<file path="src/hw/rtl/ccc_pkg.sv">
// Shared types, codes and helpers for the color calibration and correction block.
`default_nettype none
package ccc_pkg;

    localparam int TABLE_DEPTH_DEF = 16;
    localparam int CHAN_W          = 16;
    localparam int RATIO_W         = 32;
    localparam int DIV_STEPS       = 32;
    localparam logic [RATIO_W-1:0] Q_ONE = 32'h0001_0000;

    localparam logic CMD_LOAD = 1'b0;
    localparam logic CMD_CONV = 1'b1;

    typedef enum logic [1:0] {
        STAT_OK     = 2'd0,
        STAT_LOADED = 2'd1,
        STAT_UNCAL  = 2'd2,
        STAT_ZERO   = 2'd3
    } status_t;

    typedef struct packed {
        logic [CHAN_W-1:0] clear;
        logic [CHAN_W-1:0] blue;
        logic [CHAN_W-1:0] green;
        logic [CHAN_W-1:0] red;
    } sample_t;

    typedef struct packed {
        logic [RATIO_W-1:0] blue;
        logic [RATIO_W-1:0] green;
        logic [RATIO_W-1:0] red;
    } ratio_t;

    typedef struct packed {
        logic               start;
        logic [31:0]        dividend;
        logic [CHAN_W-1:0]  divisor;
    } div_req_t;

    typedef struct packed {
        logic        done;
        logic [31:0] quotient;
    } div_rsp_t;

    typedef enum logic [4:0] {
        S_IDLE,
        S_SORT_RI,
        S_SORT_V,
        S_SORT_RJ,
        S_SORT_CMP,
        S_REF_RD,
        S_REF_W,
        S_CAL_RD,
        S_CAL_S,
        S_CAL_DIV,
        S_CAL_WAIT,
        S_SRCH_RD,
        S_SRCH_CMP,
        S_RAT_RD,
        S_RAT_W,
        S_MUL,
        S_CORR,
        S_CORR_WAIT
    } state_t;

    // Pick one color channel (0 red, 1 green, 2 blue) of a sample.
    function automatic logic [CHAN_W-1:0] chan_of(sample_t s, logic [1:0] ch);
        logic [CHAN_W-1:0] v;
        unique case (ch)
            2'd0:    v = s.red;
            2'd1:    v = s.green;
            default: v = s.blue;
        endcase
        return v;
    endfunction

    function automatic logic [RATIO_W-1:0] ratio_of(ratio_t r, logic [1:0] ch);
        logic [RATIO_W-1:0] v;
        unique case (ch)
            2'd0:    v = r.red;
            2'd1:    v = r.green;
            default: v = r.blue;
        endcase
        return v;
    endfunction

endpackage
`default_nettype wire

</file>
<file path="src/hw/rtl/ccc_if.sv">
// Handshake channels for samples and measurements in, corrected colors out.
`default_nettype none
interface ccc_in_if;
    logic        valid;
    logic        ready;
    logic        cmd;
    logic [15:0] in_red;
    logic [15:0] in_green;
    logic [15:0] in_blue;
    logic [15:0] in_clear;
    logic        last;
    modport source (output valid, cmd, in_red, in_green, in_blue, in_clear, last,
                    input ready);
    modport sink   (input valid, cmd, in_red, in_green, in_blue, in_clear, last,
                    output ready);
endinterface

interface ccc_out_if;
    logic       valid;
    logic       ready;
    logic [7:0] out_red;
    logic [7:0] out_green;
    logic [7:0] out_blue;
    logic [1:0] status;
    modport source (output valid, out_red, out_green, out_blue, status, input ready);
    modport sink   (input valid, out_red, out_green, out_blue, status, output ready);
endinterface
`default_nettype wire

</file>
<file path="src/hw/rtl/ccc_ram.sv">
// Generic single-write, single-read RAM with registered read data.
`default_nettype none
module ccc_ram #(
    parameter int WIDTH = 64,
    parameter int DEPTH = 16
) (
    input  wire logic                     clk,
    input  wire logic                     we,
    input  wire logic [$clog2(DEPTH)-1:0] waddr,
    input  wire logic [WIDTH-1:0]         wdata,
    input  wire logic [$clog2(DEPTH)-1:0] raddr,
    output logic      [WIDTH-1:0]         rdata
);
    logic [WIDTH-1:0] mem [DEPTH];

    always_ff @(posedge clk)
    begin
        if (we)
        begin
            mem[waddr] <= wdata;
        end
        rdata <= mem[raddr];
    end
endmodule
`default_nettype wire

</file>
<file path="src/hw/rtl/ccc_div.sv">
// Restoring divider, 32-bit dividend by 16-bit divisor, one quotient bit per cycle.
`default_nettype none
module ccc_div (
    input  wire logic              clk,
    input  wire logic              rst_n,
    input  wire ccc_pkg::div_req_t req,
    output ccc_pkg::div_rsp_t      rsp
);
    import ccc_pkg::*;

    localparam int CNT_W = $clog2(DIV_STEPS);

    logic [31:0]       quo_reg, quo_next;
    logic [CHAN_W-1:0] rem_reg, rem_next;
    logic [CHAN_W-1:0] den_reg, den_next;
    logic [CNT_W-1:0]  cnt_reg, cnt_next;
    logic              busy_reg, busy_next;
    logic              done_reg, done_next;
    logic [CHAN_W:0]   shifted;
    logic [CHAN_W:0]   diff;

    // A zero divisor yields all ones, which is the ratio saturation value.
    assign shifted = {rem_reg, quo_reg[31]};
    assign diff    = shifted - {1'b0, den_reg};

    always_comb
    begin
        quo_next  = quo_reg;
        rem_next  = rem_reg;
        den_next  = den_reg;
        cnt_next  = cnt_reg;
        busy_next = busy_reg;
        done_next = 1'b0;
        if (req.start)
        begin
            quo_next  = req.dividend;
            rem_next  = '0;
            den_next  = req.divisor;
            cnt_next  = CNT_W'(DIV_STEPS - 1);
            busy_next = 1'b1;
        end
        else if (busy_reg)
        begin
            if (shifted >= {1'b0, den_reg})
            begin
                rem_next = diff[CHAN_W-1:0];
                quo_next = {quo_reg[30:0], 1'b1};
            end
            else
            begin
                rem_next = shifted[CHAN_W-1:0];
                quo_next = {quo_reg[30:0], 1'b0};
            end
            cnt_next = cnt_reg - 1'b1;
            if (cnt_reg == '0)
            begin
                busy_next = 1'b0;
                done_next = 1'b1;
            end
        end
    end

    always_ff @(posedge clk or negedge rst_n)
    begin
        if (!rst_n)
        begin
            busy_reg <= 1'b0;
            done_reg <= 1'b0;
            cnt_reg  <= '0;
        end
        else
        begin
            busy_reg <= busy_next;
            done_reg <= done_next;
            cnt_reg  <= cnt_next;
        end
    end

    always_ff @(posedge clk)
    begin
        quo_reg <= quo_next;
        rem_reg <= rem_next;
        den_reg <= den_next;
    end

    assign rsp.done     = done_reg;
    assign rsp.quotient = quo_reg;
endmodule
`default_nettype wire

</file>
<file path="src/hw/rtl/color_calibration_correct_top.sv">
// Top level of the color calibration and correction block.
//
//  channel | dir | handshake     | payload
//  --------+-----+---------------+------------------------------------------------
//  din     | in  | valid / ready | cmd, in_red, in_green, in_blue, in_clear, last
//  dout    | out | valid / ready | out_red, out_green, out_blue, status
//
// One item is worked at a time; din.ready is high only when the sequencer is idle
// and no result waits on dout. A closing load runs an insertion sort in the sample
// RAM, then divides the reference row by each further row for the ratios; a convert
// searches the table, then divides once per channel with a nonzero reference value
// on the shared 32-step divider. No clearing pass runs after reset. A stalled dout
// holds its result and blocks the next item.
`default_nettype none
module color_calibration_correct_top #(
    parameter int TABLE_DEPTH = ccc_pkg::TABLE_DEPTH_DEF
) (
    input wire logic clk,
    input wire logic rst_n,
    ccc_in_if.sink   din,
    ccc_out_if.source dout
);
    import ccc_pkg::*;

    localparam int AW = $clog2(TABLE_DEPTH);
    localparam int CW = $clog2(TABLE_DEPTH + 1);

    state_t            state_reg, state_next;
    logic [CW-1:0]     cnt_reg, cnt_next;     // samples held in the table
    logic              cal_reg, cal_next;     // table sorted and ratios valid
    logic [CW-1:0]     i_reg, i_next;
    logic [CW-1:0]     j_reg, j_next;
    logic [1:0]        ch_reg, ch_next;
    sample_t           req_reg, req_next;     // item under work
    sample_t           v_reg, v_next;         // sort key / divisor row
    sample_t           ref_reg, ref_next;     // white reference row
    logic [RATIO_W-1:0] q0_reg, q0_next, q1_reg, q1_next;
    ratio_t            rat_reg, rat_next;
    logic [CHAN_W-1:0] p_reg, p_next;
    logic [7:0]        r_reg, r_next, g_reg, g_next, b_reg, b_next;
    logic [1:0]        stat_reg, stat_next;
    logic              ov_reg, ov_next;

    logic              t_we;
    logic [CW-1:0]     t_waddr, t_raddr;
    sample_t           t_wdata, t_rdata;
    logic              r_we;
    logic [CW-1:0]     r_waddr, r_raddr;
    ratio_t            r_wdata, r_rdata;
    div_req_t          dreq;
    div_rsp_t          drsp;

    logic              in_acc;
    sample_t           in_smp;
    logic [CW-1:0]     cnt_eff, cnt_new;
    logic [47:0]       prod;
    logic [7:0]        res;
    logic [CHAN_W-1:0] ref_ch;

    assign in_acc = din.valid && din.ready;
    assign in_smp = '{clear: din.in_clear, blue: din.in_blue,
                      green: din.in_green, red: din.in_red};
    assign ref_ch = chan_of(ref_reg, ch_reg);
    assign prod   = {32'd0, chan_of(req_reg, ch_reg)} * {16'd0, ratio_of(rat_reg, ch_reg)};

    ccc_ram #(.WIDTH($bits(sample_t)), .DEPTH(TABLE_DEPTH)) u_table (
        .clk   (clk),
        .we    (t_we),
        .waddr (t_waddr[AW-1:0]),
        .wdata (t_wdata),
        .raddr (t_raddr[AW-1:0]),
        .rdata (t_rdata)
    );

    ccc_ram #(.WIDTH($bits(ratio_t)), .DEPTH(TABLE_DEPTH)) u_ratio (
        .clk   (clk),
        .we    (r_we),
        .waddr (r_waddr[AW-1:0]),
        .wdata (r_wdata),
        .raddr (r_raddr[AW-1:0]),
        .rdata (r_rdata)
    );

    ccc_div u_div (
        .clk   (clk),
        .rst_n (rst_n),
        .req   (dreq),
        .rsp   (drsp)
    );

    always_comb
    begin
        state_next = state_reg;
        cnt_next   = cnt_reg;
        cal_next   = cal_reg;
        i_next     = i_reg;
        j_next     = j_reg;
        ch_next    = ch_reg;
        req_next   = req_reg;
        v_next     = v_reg;
        ref_next   = ref_reg;
        q0_next    = q0_reg;
        q1_next    = q1_reg;
        rat_next   = rat_reg;
        p_next     = p_reg;
        r_next     = r_reg;
        g_next     = g_reg;
        b_next     = b_reg;
        stat_next  = stat_reg;
        ov_next    = ov_reg;
        t_we       = 1'b0;
        t_waddr    = j_reg;
        t_wdata    = v_reg;
        t_raddr    = i_reg;
        r_we       = 1'b0;
        r_waddr    = i_reg;
        r_wdata    = '{blue: Q_ONE, green: Q_ONE, red: Q_ONE};
        r_raddr    = i_reg;
        dreq       = '{start: 1'b0, dividend: {ref_ch, 16'd0}, divisor: chan_of(v_reg, ch_reg)};
        cnt_eff    = cal_reg ? '0 : cnt_reg;
        cnt_new    = cnt_eff;
        res        = '0;

        // Drop the result once it is taken.
        if (dout.valid && dout.ready)
        begin
            ov_next = 1'b0;
        end

        unique case (state_reg)
            S_IDLE:
            begin
                if (in_acc)
                begin
                    req_next = in_smp;
                    r_next   = '0;
                    g_next   = '0;
                    b_next   = '0;
                    if (din.cmd == CMD_LOAD)
                    begin
                        cal_next = 1'b0;
                        if (cnt_eff < CW'(TABLE_DEPTH))
                        begin
                            t_we    = 1'b1;
                            t_waddr = cnt_eff;
                            t_wdata = in_smp;
                            cnt_new = cnt_eff + 1'b1;
                        end
                        cnt_next  = cnt_new;
                        stat_next = STAT_LOADED;
                        ov_next   = 1'b1;
                        if (din.last)
                        begin
                            if (cnt_new < CW'(2))
                            begin
                                cnt_next  = '0;
                                stat_next = STAT_UNCAL;
                            end
                            else
                            begin
                                ov_next    = 1'b0;
                                i_next     = CW'(1);
                                state_next = S_SORT_RI;
                            end
                        end
                    end
                    else if (!cal_reg)
                    begin
                        stat_next = STAT_UNCAL;
                        ov_next   = 1'b1;
                    end
                    else if (din.in_clear == '0)
                    begin
                        stat_next = STAT_ZERO;
                        ov_next   = 1'b1;
                    end
                    else
                    begin
                        i_next     = cnt_reg - 1'b1;
                        state_next = S_SRCH_RD;
                    end
                end
            end

            // Insertion sort by clear, descending, in the sample RAM.
            S_SORT_RI:
            begin
                t_raddr    = i_reg;
                state_next = S_SORT_V;
            end
            S_SORT_V:
            begin
                v_next     = t_rdata;
                j_next     = i_reg;
                state_next = S_SORT_RJ;
            end
            S_SORT_RJ:
            begin
                if (j_reg == '0)
                begin
                    t_we    = 1'b1;
                    t_waddr = j_reg;
                    t_wdata = v_reg;
                    i_next  = i_reg + 1'b1;
                    state_next = (i_reg + 1'b1 >= cnt_reg) ? S_REF_RD : S_SORT_RI;
                end
                else
                begin
                    t_raddr    = j_reg - 1'b1;
                    state_next = S_SORT_CMP;
                end
            end
            S_SORT_CMP:
            begin
                t_we    = 1'b1;
                t_waddr = j_reg;
                if (t_rdata.clear < v_reg.clear)
                begin
                    t_wdata    = t_rdata;
                    j_next     = j_reg - 1'b1;
                    state_next = S_SORT_RJ;
                end
                else
                begin
                    t_wdata    = v_reg;
                    i_next     = i_reg + 1'b1;
                    state_next = (i_reg + 1'b1 >= cnt_reg) ? S_REF_RD : S_SORT_RI;
                end
            end

            // Ratios reference/sample per row; row 0 is one.
            S_REF_RD:
            begin
                t_raddr    = '0;
                state_next = S_REF_W;
            end
            S_REF_W:
            begin
                ref_next   = t_rdata;
                r_we       = 1'b1;
                r_waddr    = '0;
                i_next     = CW'(1);
                state_next = S_CAL_RD;
            end
            S_CAL_RD:
            begin
                if (i_reg >= cnt_reg)
                begin
                    cal_next   = 1'b1;
                    stat_next  = STAT_LOADED;
                    ov_next    = 1'b1;
                    state_next = S_IDLE;
                end
                else
                begin
                    t_raddr    = i_reg;
                    state_next = S_CAL_S;
                end
            end
            S_CAL_S:
            begin
                v_next     = t_rdata;
                ch_next    = 2'd0;
                state_next = S_CAL_DIV;
            end
            S_CAL_DIV:
            begin
                dreq.start = 1'b1;
                state_next = S_CAL_WAIT;
            end
            S_CAL_WAIT:
            begin
                if (drsp.done)
                begin
                    unique case (ch_reg)
                        2'd0:
                        begin
                            q0_next    = drsp.quotient;
                            ch_next    = 2'd1;
                            state_next = S_CAL_DIV;
                        end
                        2'd1:
                        begin
                            q1_next    = drsp.quotient;
                            ch_next    = 2'd2;
                            state_next = S_CAL_DIV;
                        end
                        default:
                        begin
                            r_we       = 1'b1;
                            r_waddr    = i_reg;
                            r_wdata    = '{blue: drsp.quotient, green: q1_reg, red: q0_reg};
                            i_next     = i_reg + 1'b1;
                            state_next = S_CAL_RD;
                        end
                    endcase
                end
            end

            // Search downward for the highest row brighter than the measurement.
            S_SRCH_RD:
            begin
                if (i_reg == '0)
                begin
                    state_next = S_RAT_RD;
                end
                else
                begin
                    t_raddr    = i_reg;
                    state_next = S_SRCH_CMP;
                end
            end
            S_SRCH_CMP:
            begin
                if (t_rdata.clear > req_reg.clear)
                begin
                    state_next = S_RAT_RD;
                end
                else
                begin
                    i_next     = i_reg - 1'b1;
                    state_next = S_SRCH_RD;
                end
            end
            S_RAT_RD:
            begin
                r_raddr    = i_reg;
                state_next = S_RAT_W;
            end
            S_RAT_W:
            begin
                rat_next   = r_rdata;
                ch_next    = 2'd0;
                state_next = S_MUL;
            end
            S_MUL:
            begin
                p_next     = (prod[47:32] != '0) ? '1 : prod[31:16];
                state_next = S_CORR;
            end
            S_CORR, S_CORR_WAIT:
            begin
                if (state_reg == S_CORR && ref_ch != '0)
                begin
                    dreq.start    = 1'b1;
                    dreq.dividend = {8'd0, p_reg, 8'd0} - {16'd0, p_reg};
                    dreq.divisor  = ref_ch;
                    state_next    = S_CORR_WAIT;
                end
                else if (state_reg == S_CORR || drsp.done)
                begin
                    if (state_reg == S_CORR)
                    begin
                        res = (p_reg != '0) ? 8'hFF : 8'h00;
                    end
                    else
                    begin
                        res = (drsp.quotient[31:8] != '0) ? 8'hFF : drsp.quotient[7:0];
                    end
                    unique case (ch_reg)
                        2'd0:
                        begin
                            r_next     = res;
                            ch_next    = 2'd1;
                            state_next = S_MUL;
                        end
                        2'd1:
                        begin
                            g_next     = res;
                            ch_next    = 2'd2;
                            state_next = S_MUL;
                        end
                        default:
                        begin
                            b_next     = res;
                            stat_next  = STAT_OK;
                            ov_next    = 1'b1;
                            state_next = S_IDLE;
                        end
                    endcase
                end
            end
            default:
            begin
                state_next = S_IDLE;
            end
        endcase
    end

    always_ff @(posedge clk or negedge rst_n)
    begin
        if (!rst_n)
        begin
            state_reg <= S_IDLE;
            cnt_reg   <= '0;
            cal_reg   <= 1'b0;
            ov_reg    <= 1'b0;
            i_reg     <= '0;
            j_reg     <= '0;
            ch_reg    <= '0;
        end
        else
        begin
            state_reg <= state_next;
            cnt_reg   <= cnt_next;
            cal_reg   <= cal_next;
            ov_reg    <= ov_next;
            i_reg     <= i_next;
            j_reg     <= j_next;
            ch_reg    <= ch_next;
        end
    end

    always_ff @(posedge clk)
    begin
        req_reg  <= req_next;
        v_reg    <= v_next;
        ref_reg  <= ref_next;
        q0_reg   <= q0_next;
        q1_reg   <= q1_next;
        rat_reg  <= rat_next;
        p_reg    <= p_next;
        r_reg    <= r_next;
        g_reg    <= g_next;
        b_reg    <= b_next;
        stat_reg <= stat_next;
    end

    assign din.ready      = (state_reg == S_IDLE) && !ov_reg;
    assign dout.valid     = ov_reg;
    assign dout.out_red   = r_reg;
    assign dout.out_green = g_reg;
    assign dout.out_blue  = b_reg;
    assign dout.status    = stat_reg;
endmodule
`default_nettype wire

</file>
<file path="src/flat_wrapper.sv">
// flat-port wrapper written by rule: the top's interface ports become plain ports
module color_calibration_correct_top_flat import ccc_pkg::*;
#(
    parameter int TABLE_DEPTH = ccc_pkg::TABLE_DEPTH_DEF
)
  (clk, rst_n, din_valid, din_cmd, din_in_red, din_in_green, din_in_blue, din_in_clear, din_last, din_ready, dout_valid, dout_out_red, dout_out_green, dout_out_blue, dout_status, dout_ready);
  ccc_in_if din_i ();
  ccc_out_if dout_i ();
  input wire logic clk;
  input wire logic rst_n;
  input wire logic [$bits(din_i.valid)-1:0] din_valid;
  input wire logic [$bits(din_i.cmd)-1:0] din_cmd;
  input wire logic [$bits(din_i.in_red)-1:0] din_in_red;
  input wire logic [$bits(din_i.in_green)-1:0] din_in_green;
  input wire logic [$bits(din_i.in_blue)-1:0] din_in_blue;
  input wire logic [$bits(din_i.in_clear)-1:0] din_in_clear;
  input wire logic [$bits(din_i.last)-1:0] din_last;
  output wire logic [$bits(din_i.ready)-1:0] din_ready;
  output wire logic [$bits(dout_i.valid)-1:0] dout_valid;
  output wire logic [$bits(dout_i.out_red)-1:0] dout_out_red;
  output wire logic [$bits(dout_i.out_green)-1:0] dout_out_green;
  output wire logic [$bits(dout_i.out_blue)-1:0] dout_out_blue;
  output wire logic [$bits(dout_i.status)-1:0] dout_status;
  input wire logic [$bits(dout_i.ready)-1:0] dout_ready;
  assign din_i.valid = din_valid;
  assign din_i.cmd = din_cmd;
  assign din_i.in_red = din_in_red;
  assign din_i.in_green = din_in_green;
  assign din_i.in_blue = din_in_blue;
  assign din_i.in_clear = din_in_clear;
  assign din_i.last = din_last;
  assign din_ready = din_i.ready;
  assign dout_valid = dout_i.valid;
  assign dout_out_red = dout_i.out_red;
  assign dout_out_green = dout_i.out_green;
  assign dout_out_blue = dout_i.out_blue;
  assign dout_status = dout_i.status;
  assign dout_i.ready = dout_ready;
  color_calibration_correct_top #(.TABLE_DEPTH(TABLE_DEPTH)) u_core (.clk(clk), .rst_n(rst_n), .din(din_i), .dout(dout_i));
endmodule
</file>
<file path="config.mk">
export PLATFORM = sky130hd
export DESIGN_NAME = color_calibration_correct_top_flat
export DESIGN_NICKNAME = d
export VERILOG_FILES = /design/src/hw/rtl/ccc_pkg.sv /design/src/hw/rtl/ccc_if.sv /design/src/hw/rtl/ccc_ram.sv /design/src/hw/rtl/ccc_div.sv /design/src/hw/rtl/color_calibration_correct_top.sv /design/src/flat_wrapper.sv
export SDC_FILE = /design/constraint.sdc
export NUM_CORES = 2
export LEC_CHECK = 0
export BUFFER_PORTS_ARGS = -buffer_cell sky130_fd_sc_hd__buf_2
export CORE_MARGIN = 2
export CORE_UTILIZATION = 45
export CTS_BUF_LIST = sky130_fd_sc_hd__clkbuf_4 sky130_fd_sc_hd__clkbuf_8
export DETAILED_ROUTE_END_ITERATION = 8
export GPL_TIMING_DRIVEN = 0
export SLEW_MARGIN = 20
export SYNTH_ARGS = -nofsm -noshare
export SYNTH_HDL_FRONTEND = slang
export SYNTH_SLANG_ARGS = --single-unit
export TNS_END_PERCENT = 50
</file>
<file path="constraint.sdc">
create_clock -name clk -period 16.6 [get_ports clk]
set_input_delay 1.66 -clock clk [delete_from_list [all_inputs] [get_ports clk]]
set_output_delay 1.66 -clock clk [all_outputs]
set_load 0.01 [all_outputs]
</file>
; ---- Word-level counts from Yosys, hierarchy flattened
; Memory sizes are Yosys's and may differ from the RTL's. A register that Yosys moved wholly into a read port is not among the register bits.
; Cells that the tools add are included.
[totals]
regBits = 473
latch_bits = 0
ramBits = 2560
romBits = 0
in_bits = 70
elab_cells = 262
mem_count = 2
[mem_list]
columns = name, depth, word_bits, read_ports, rd_ports_with_merged_regs, write_ports, line
row1 = u_core.u_ratio.mem, 16, 96, 1, 1, 1, ccc_ram.sv:14  ; logic [WIDTH-1:0] mem [DEPTH];
row2 = u_core.u_table.mem, 16, 64, 1, 1, 1, ccc_ram.sv:14
[op_classes]
addsub = 8
mul = 1
n_div = 0
order_cmp = 7
n_eq_ne = 38
shifts = 0
mux = 131
n_bitwise = 1
reduce_logical = 40
[op_table]
columns = operator, n
row1 = two-way mux 96 bit, 3
row2 = two-way mux 64 bit, 4
row3 = two-way mux 5 bit, 30
row4 = case mux 64 bit (2 select lines), 1
row5 = two-way mux 8 bit, 13
row6 = case mux 16 bit (2 select lines), 3
row7 = case mux 5 bit (17 select lines), 1
row8 = two-way mux 32 bit, 2
row9 = case mux 32 bit (2 select lines), 1
row10 = two-way mux 49 bit, 1
row11 = multiplier 16 x 32 -> 48 bit, 1
row12 = two-way mux 48 bit, 1
row13 = case mux 8 bit (2 select lines), 3
row14 = nonzero test 16 bit, 3
row15 = == test 5 x 4 -> 1 bit (second input constant), 8
row16 = two-way mux 4 bit, 9
row17 = two-way mux 1 bit, 32
row18 = case mux 5 bit (6 select lines), 1
row19 = two-way mux 2 bit, 13
row20 = subtractor 24 x 16 -> 25 bit, 1
row21 = nonzero test 24 bit, 1
row22 = == test 5 x 3 -> 1 bit (second input constant), 4
row23 = zero test 5 bit, 4
row24 = subtractor 5 x 1 -> 5 bit (second input constant), 4
row25 = other kinds (42), 82

; ---- Depth between registers and ports, before layout
[logic_depth]
depth_word = 12
ltp_mapped = 34
ltp_nobuf = 27

; ---- Cells and area by module
; Synthesis repeated with hierarchy kept, for this count alone.
[unflattened]
hier_cells = 7899
area_unflattened_um2 = 137858.5
[by_module_without_submodules]
columns = module, n_inst, cells_per_inst, area_each_um2
row1 = ccc_ram (u_core.u_ratio), 1, 2460, 59354.4
row2 = ccc_ram (u_core.u_table), 1, 1647, 39581.7
row3 = color_calibration_correct_top, 1, 3478, 35118.7
row4 = ccc_div, 1, 314, 3803.6

; ---- Worst setup path after synthesis
; No wires, ideal clock.
[synth_path]
path_type = register to register
startpoint = register u_core.ch_reg[1]
endpoint = memory u_core.u_ratio.mem[10][0] (netlist name) (enable)
setup_ns = 0.668
arrival_time_ns = 8.532
t_required_ns = 15.932
setup_slack_ns = 7.401
path_stages_with_launch = 10
synth_period_minus_slack_ns = 9.199
path_cell_list = dfrtp_1 > buf_2 > clkbuf_1 > clkbuf_1 > inv_1 > clkbuf_1 > nor2_1 > clkbuf_1 > nand3_1 > nor3_1
[synth_via]
elab_chain_cells = 7
[synth_rtl]
columns = element, line
row1 = from (decl), color_calibration_correct_top.sv:33  ; logic [1:0] ch_reg, ch_next;
row2 = from (signal assigned), color_calibration_correct_top.sv:410  ; ch_reg <= ch_next;
row3 = == test 2 x 1 -> 1 bit or zero test 2 bit (tied branches), color_calibration_correct_top.sv:275  ; unique case (ch_reg)
row4 = OR reduction 2 bit (no source line) (*), n/a
row5 = two-way mux 1 bit (*), color_calibration_correct_top.sv:275
row6 = two-way mux 1 bit (*), color_calibration_correct_top.sv:273  ; if (drsp.done)
row7 = case mux 1 bit (2 select lines) (*), color_calibration_correct_top.sv:130  ; unique case (state_reg)
row8 = two-way mux 1 bit (*), ccc_ram.sv:18  ; if (we)
row9 = two-way mux 1 bit (not written as such) (*), ccc_ram.sv:20  ; mem[waddr] <= wdata;
row10 = to (decl), ccc_ram.sv:14
; Every way passes the cells marked *; elsewhere a longest branch is shown, timed or not.

; ---- Worst setup path in the final report
[layout_path]
startpoint = register u_core.ch_reg[0]
endpoint = register u_core.p_reg[6] (data pin)
[layout_via]
elab_chain_cells = 4
[layout_rtl]
columns = element, line
row1 = == test 2 x 1 -> 1 bit or zero test 2 bit (tied branches), "ccc_pkg.sv:69, ccc_pkg.sv:79"
row2 = case mux 16 bit (2 select lines) or case mux 32 bit (2 select lines) (tied branches), "ccc_pkg.sv:69, ccc_pkg.sv:79"
row3 = multiplier 16 x 32 -> 48 bit (*), color_calibration_correct_top.sv:64  ; assign prod = {32'd0, chan_of(req_reg, ch_reg)} * {16'd0, ratio_of(rat_reg, ch_reg)};
row4 = nonzero test 16 bit, color_calibration_correct_top.sv:338  ; p_next = (prod[47:32] != '0) ? '1 : prod[31:16];
row5 = to (signal assigned), color_calibration_correct_top.sv:422  ; p_reg <= p_next;
row6 = to (decl), color_calibration_correct_top.sv:39  ; logic [CHAN_W-1:0] p_reg, p_next;
; Marked as above.
; A chain may end at the register's enable or synchronous reset.

==> impl_metrics.tcl <==
set metrics [dict create \
    grt_overflow 0 \
    ys_ff_latch 3193 \
    slowest_stage "o21ai_1" \
    vias 80800 \
    synth_top_area_cell "edfxtp_1" \
    routedWlPerCell_um 30.8 \
    syn-num-nets 9002 \
    final_nets 9917 \
    rsz0062_at_grt "false" \
    avgSynthCellArea_um2 16.9 \
    yosys.cell_count.top_type "edfxtp_1" \
    numPortBuffers 96 \
    grt_max_degree 49 \
    critPathArrivalTime_ps 13270 \
    timing.final.hold_violations 0 \
    largest_reg_flops 1536 \
    antenna_left 0 \
    cts.sinks 3193 \
    synth_compound_area_share_pct 3.11 \
    yosysSeqAreaShare_pct 66.9 \
    whs_path_depth 0 \
    synthMuxAreaShare_pct 15.2 \
    worstPathRequired_ps 17450 \
    synth_top_area_share_pct 63.9 \
    cts_max_level 6 \
    cts_buffers 534 \
    ys_warn_count 0 \
    ctsHoldBuffers 0 \
    synthTopCellsByArea "edfxtp_1 (64%), mux4_2 (7.7%), mux2i_1 (7.4%), fa_1 (6.0%), dfxtp_1 (2.5%)" \
    design_area_um2 162000 \
    postCtsResizedCells 0 \
    postSynth.asyncResetShare_pct 0.971 \
    fmax_mhz 80.5 \
    critical_path.endpoint_type "flop" \
    fin_util_pct 52.2 \
    drt_iter0_markers 10500 \
    ys_types 83 \
    die-area_um2 316000 \
    clk_latency_ps 1180 \
    min_period_over_period_pct 74.8 \
    grt_pass1_vias 80700 \
    synthTopCellsByCount "edfxtp_1 (2986), mux2i_1 (1044), inv_1 (543), mux4_2 (480), nand2_1 (452)" \
    core_um2 311000 \
    postCtsSetupRepairBufs 0 \
    synthCells 8323 \
    status "complete, no violations" \
    gp_congestion 0.946 \
    die_y_um 563 \
    synth-adder-area-share_pct 7.66 \
    synth-simple-area-share_pct 4.01 \
    slowest_delay_ps 1010 \
    clock_path_buffers 4 \
    synth_edf_count 2986 \
    min_path_type "reg2reg" \
    grt_pass1_wl_um 597000 \
    die_x_um 563 \
    largest-register "u_core.u_ratio.mem" \
    dp_hpwl_um 302000 \
    r2r_cells 29 \
    path_max_fanout 10 \
    timing.max_cap.violations 0 \
    area_growth_pct 15.7 \
    fin_crit_ps 12420 \
    critPathMostFrequentCell "fa_1" \
    finalSetupViolations 0 \
    crit_type "reg2reg" \
    drive_above_1_share_pct 20.2 \
    ios 98 \
    crit_path_start_kind "flop" \
    viasPerCell 5.84 \
    drt_pre_antenna_iters 5 \
    antenna_found_initial 67 \
    root_buffer "clkbuf_8" \
    maxSlewViolCount 0 \
    synthFlopType "edfxtp_1" \
    clock-skew-final_ps 93.1 \
    netlist_area_um2 140000 \
    num_rows 205 \
    reg_top3 "u_core.u_ratio.mem x1536, u_core.u_table.mem x1024" \
    synth_top_family_by_area "multiplexers" \
    relSlewSlack_pct 4.68 \
    place_area_um2 151000 \
    tightest_slew_ps 1430 \
    synth_xor_area_share_pct 0.455 \
    cts_tree "built" \
    clk_pin_slew_ps 60 \
    start_util_pct 45.1 \
    drc 0 \
    routed_wl_um 426000 \
    grt.total_usage_pct 26.6 \
]
==> cell type report <==
| type | instances | area, um^2 |
|---|---|---|
| well taps | 4140 | 5180 |
| multi-input cells | 4175 | 43200 |
| clock buffers | 812 | 9720 |
| plain buffers | 410 | 1670 |
| inverters | 545 | 2050 |
| flip-flops and latches | 3193 | 94000 |
| fillers | 25100 | 149000 |
| repair buffers | 379 | 5390 |
| clock inverters | 151 | 1110 |
| diodes | 31 | 77.6 |
==> layout by cell type (no fill, tap or decap), types with 18 or more instances in the layout <==
cell type / instances
a211oi_1: 19
a21o_1: 36
a21oi_1: 149
a22oi_1: 70
and2_1: 95
buf_1: 69
buf_12: 76
buf_16: 87
buf_2: 146
buf_4: 87
buf_6: 18
clkbuf_1: 249
clkbuf_2: 50
clkbuf_4: 232
clkbuf_8: 580
clkinv_1: 70
clkinv_2: 28
dfrtp_1: 31
dfxtp_1: 176
diode_2: 31
edfxtp_1: 2986
fa_1: 418
ha_1: 191
inv_1: 541
mux2i_1: 1043
mux4_2: 480
nand2_1: 452
nand2b_1: 30
nand3_1: 47
nand4_1: 31
nor2_1: 386
nor2_4: 31
nor3_1: 48
nor4_1: 31
o21a_1: 58
o21ai_0: 160
o21ai_1: 82
o21ai_2: 18
xnor2_1: 48
xor2_1: 25
==> critical path: cells and delay by family (launching register included) <==
kind | cells | cell delay [ps]
buffers and inverters | 10 | 3470
adder cells (fa/ha/maj) | 7 | 3390
AND/OR/NAND/NOR | 7 | 2210
AO/OA/AOI/OAI | 4 | 1810
flip-flops | 1 | 690
multiplexers | 1 | 430
==> through the flow <==
| step | setup slack [ps] | hold WS (ps) | TNS [ps] | cells |
|---|---|---|---|---|
| floorplan | 7400 | 386 | 0 | 8323 |
| global placement | -5040 | 386 | -1335740 | 12600 |
| detailed placement | 4420 | 389 | 0 | 12800 |
| CTS | 4370 | 390 | 0 | 13800 |
| global route | 4050 | 395 | 0 | 13800 |
| finish | 4180 | 396 | 0 | 13800 |
==> path summary, 6_finish.rpt <==
| path | startpoint | slack (ps) | end |
|---|---|---|---|
| min | u_core.u_ratio.rdata[21] | 400 | u_core.rat_reg[21] |
| max | u_core.ch_reg[0] | 4180 | u_core.p_reg[6] |
| max in group asynchronous | rst_n | 15380 | u_core.j_reg[0] |
| min reg2reg | u_core.u_ratio.rdata[21] | 400 | u_core.rat_reg[21] |
| max reg2reg | u_core.ch_reg[0] | 4180 | u_core.p_reg[6] |
| min in group asynchronous | rst_n | 620 | u_core.u_div.cnt_reg[2] |
==> cells by family (layout without fill, tap and decap cells) <==
logic type / after synthesis / in the layout
AO/OA/AOI/OAI: 709 / 709
XOR/XNOR: 73 / 73
adder cells (fa/ha/maj): 609 / 609
buffers and inverters: 955 / 2297
flip-flops: 3193 / 3193
multiplexers: 1535 / 1535
other: 0 / 31
AND/OR/NAND/NOR: 1249 / 1249
==> layer usage <==
metal	track usage [%]	up-vias	part of all wire, %
met3	6.00	777	9.6
met2	41.0	4209	46
met1	37.5	42300	41
met5	0	-	0.030
met4	8.95	18	3.3
li1	-	33500	-
Power is not shown: default switching activity piles up to over one toggle a cycle in this logic, so the estimate is an artifact.
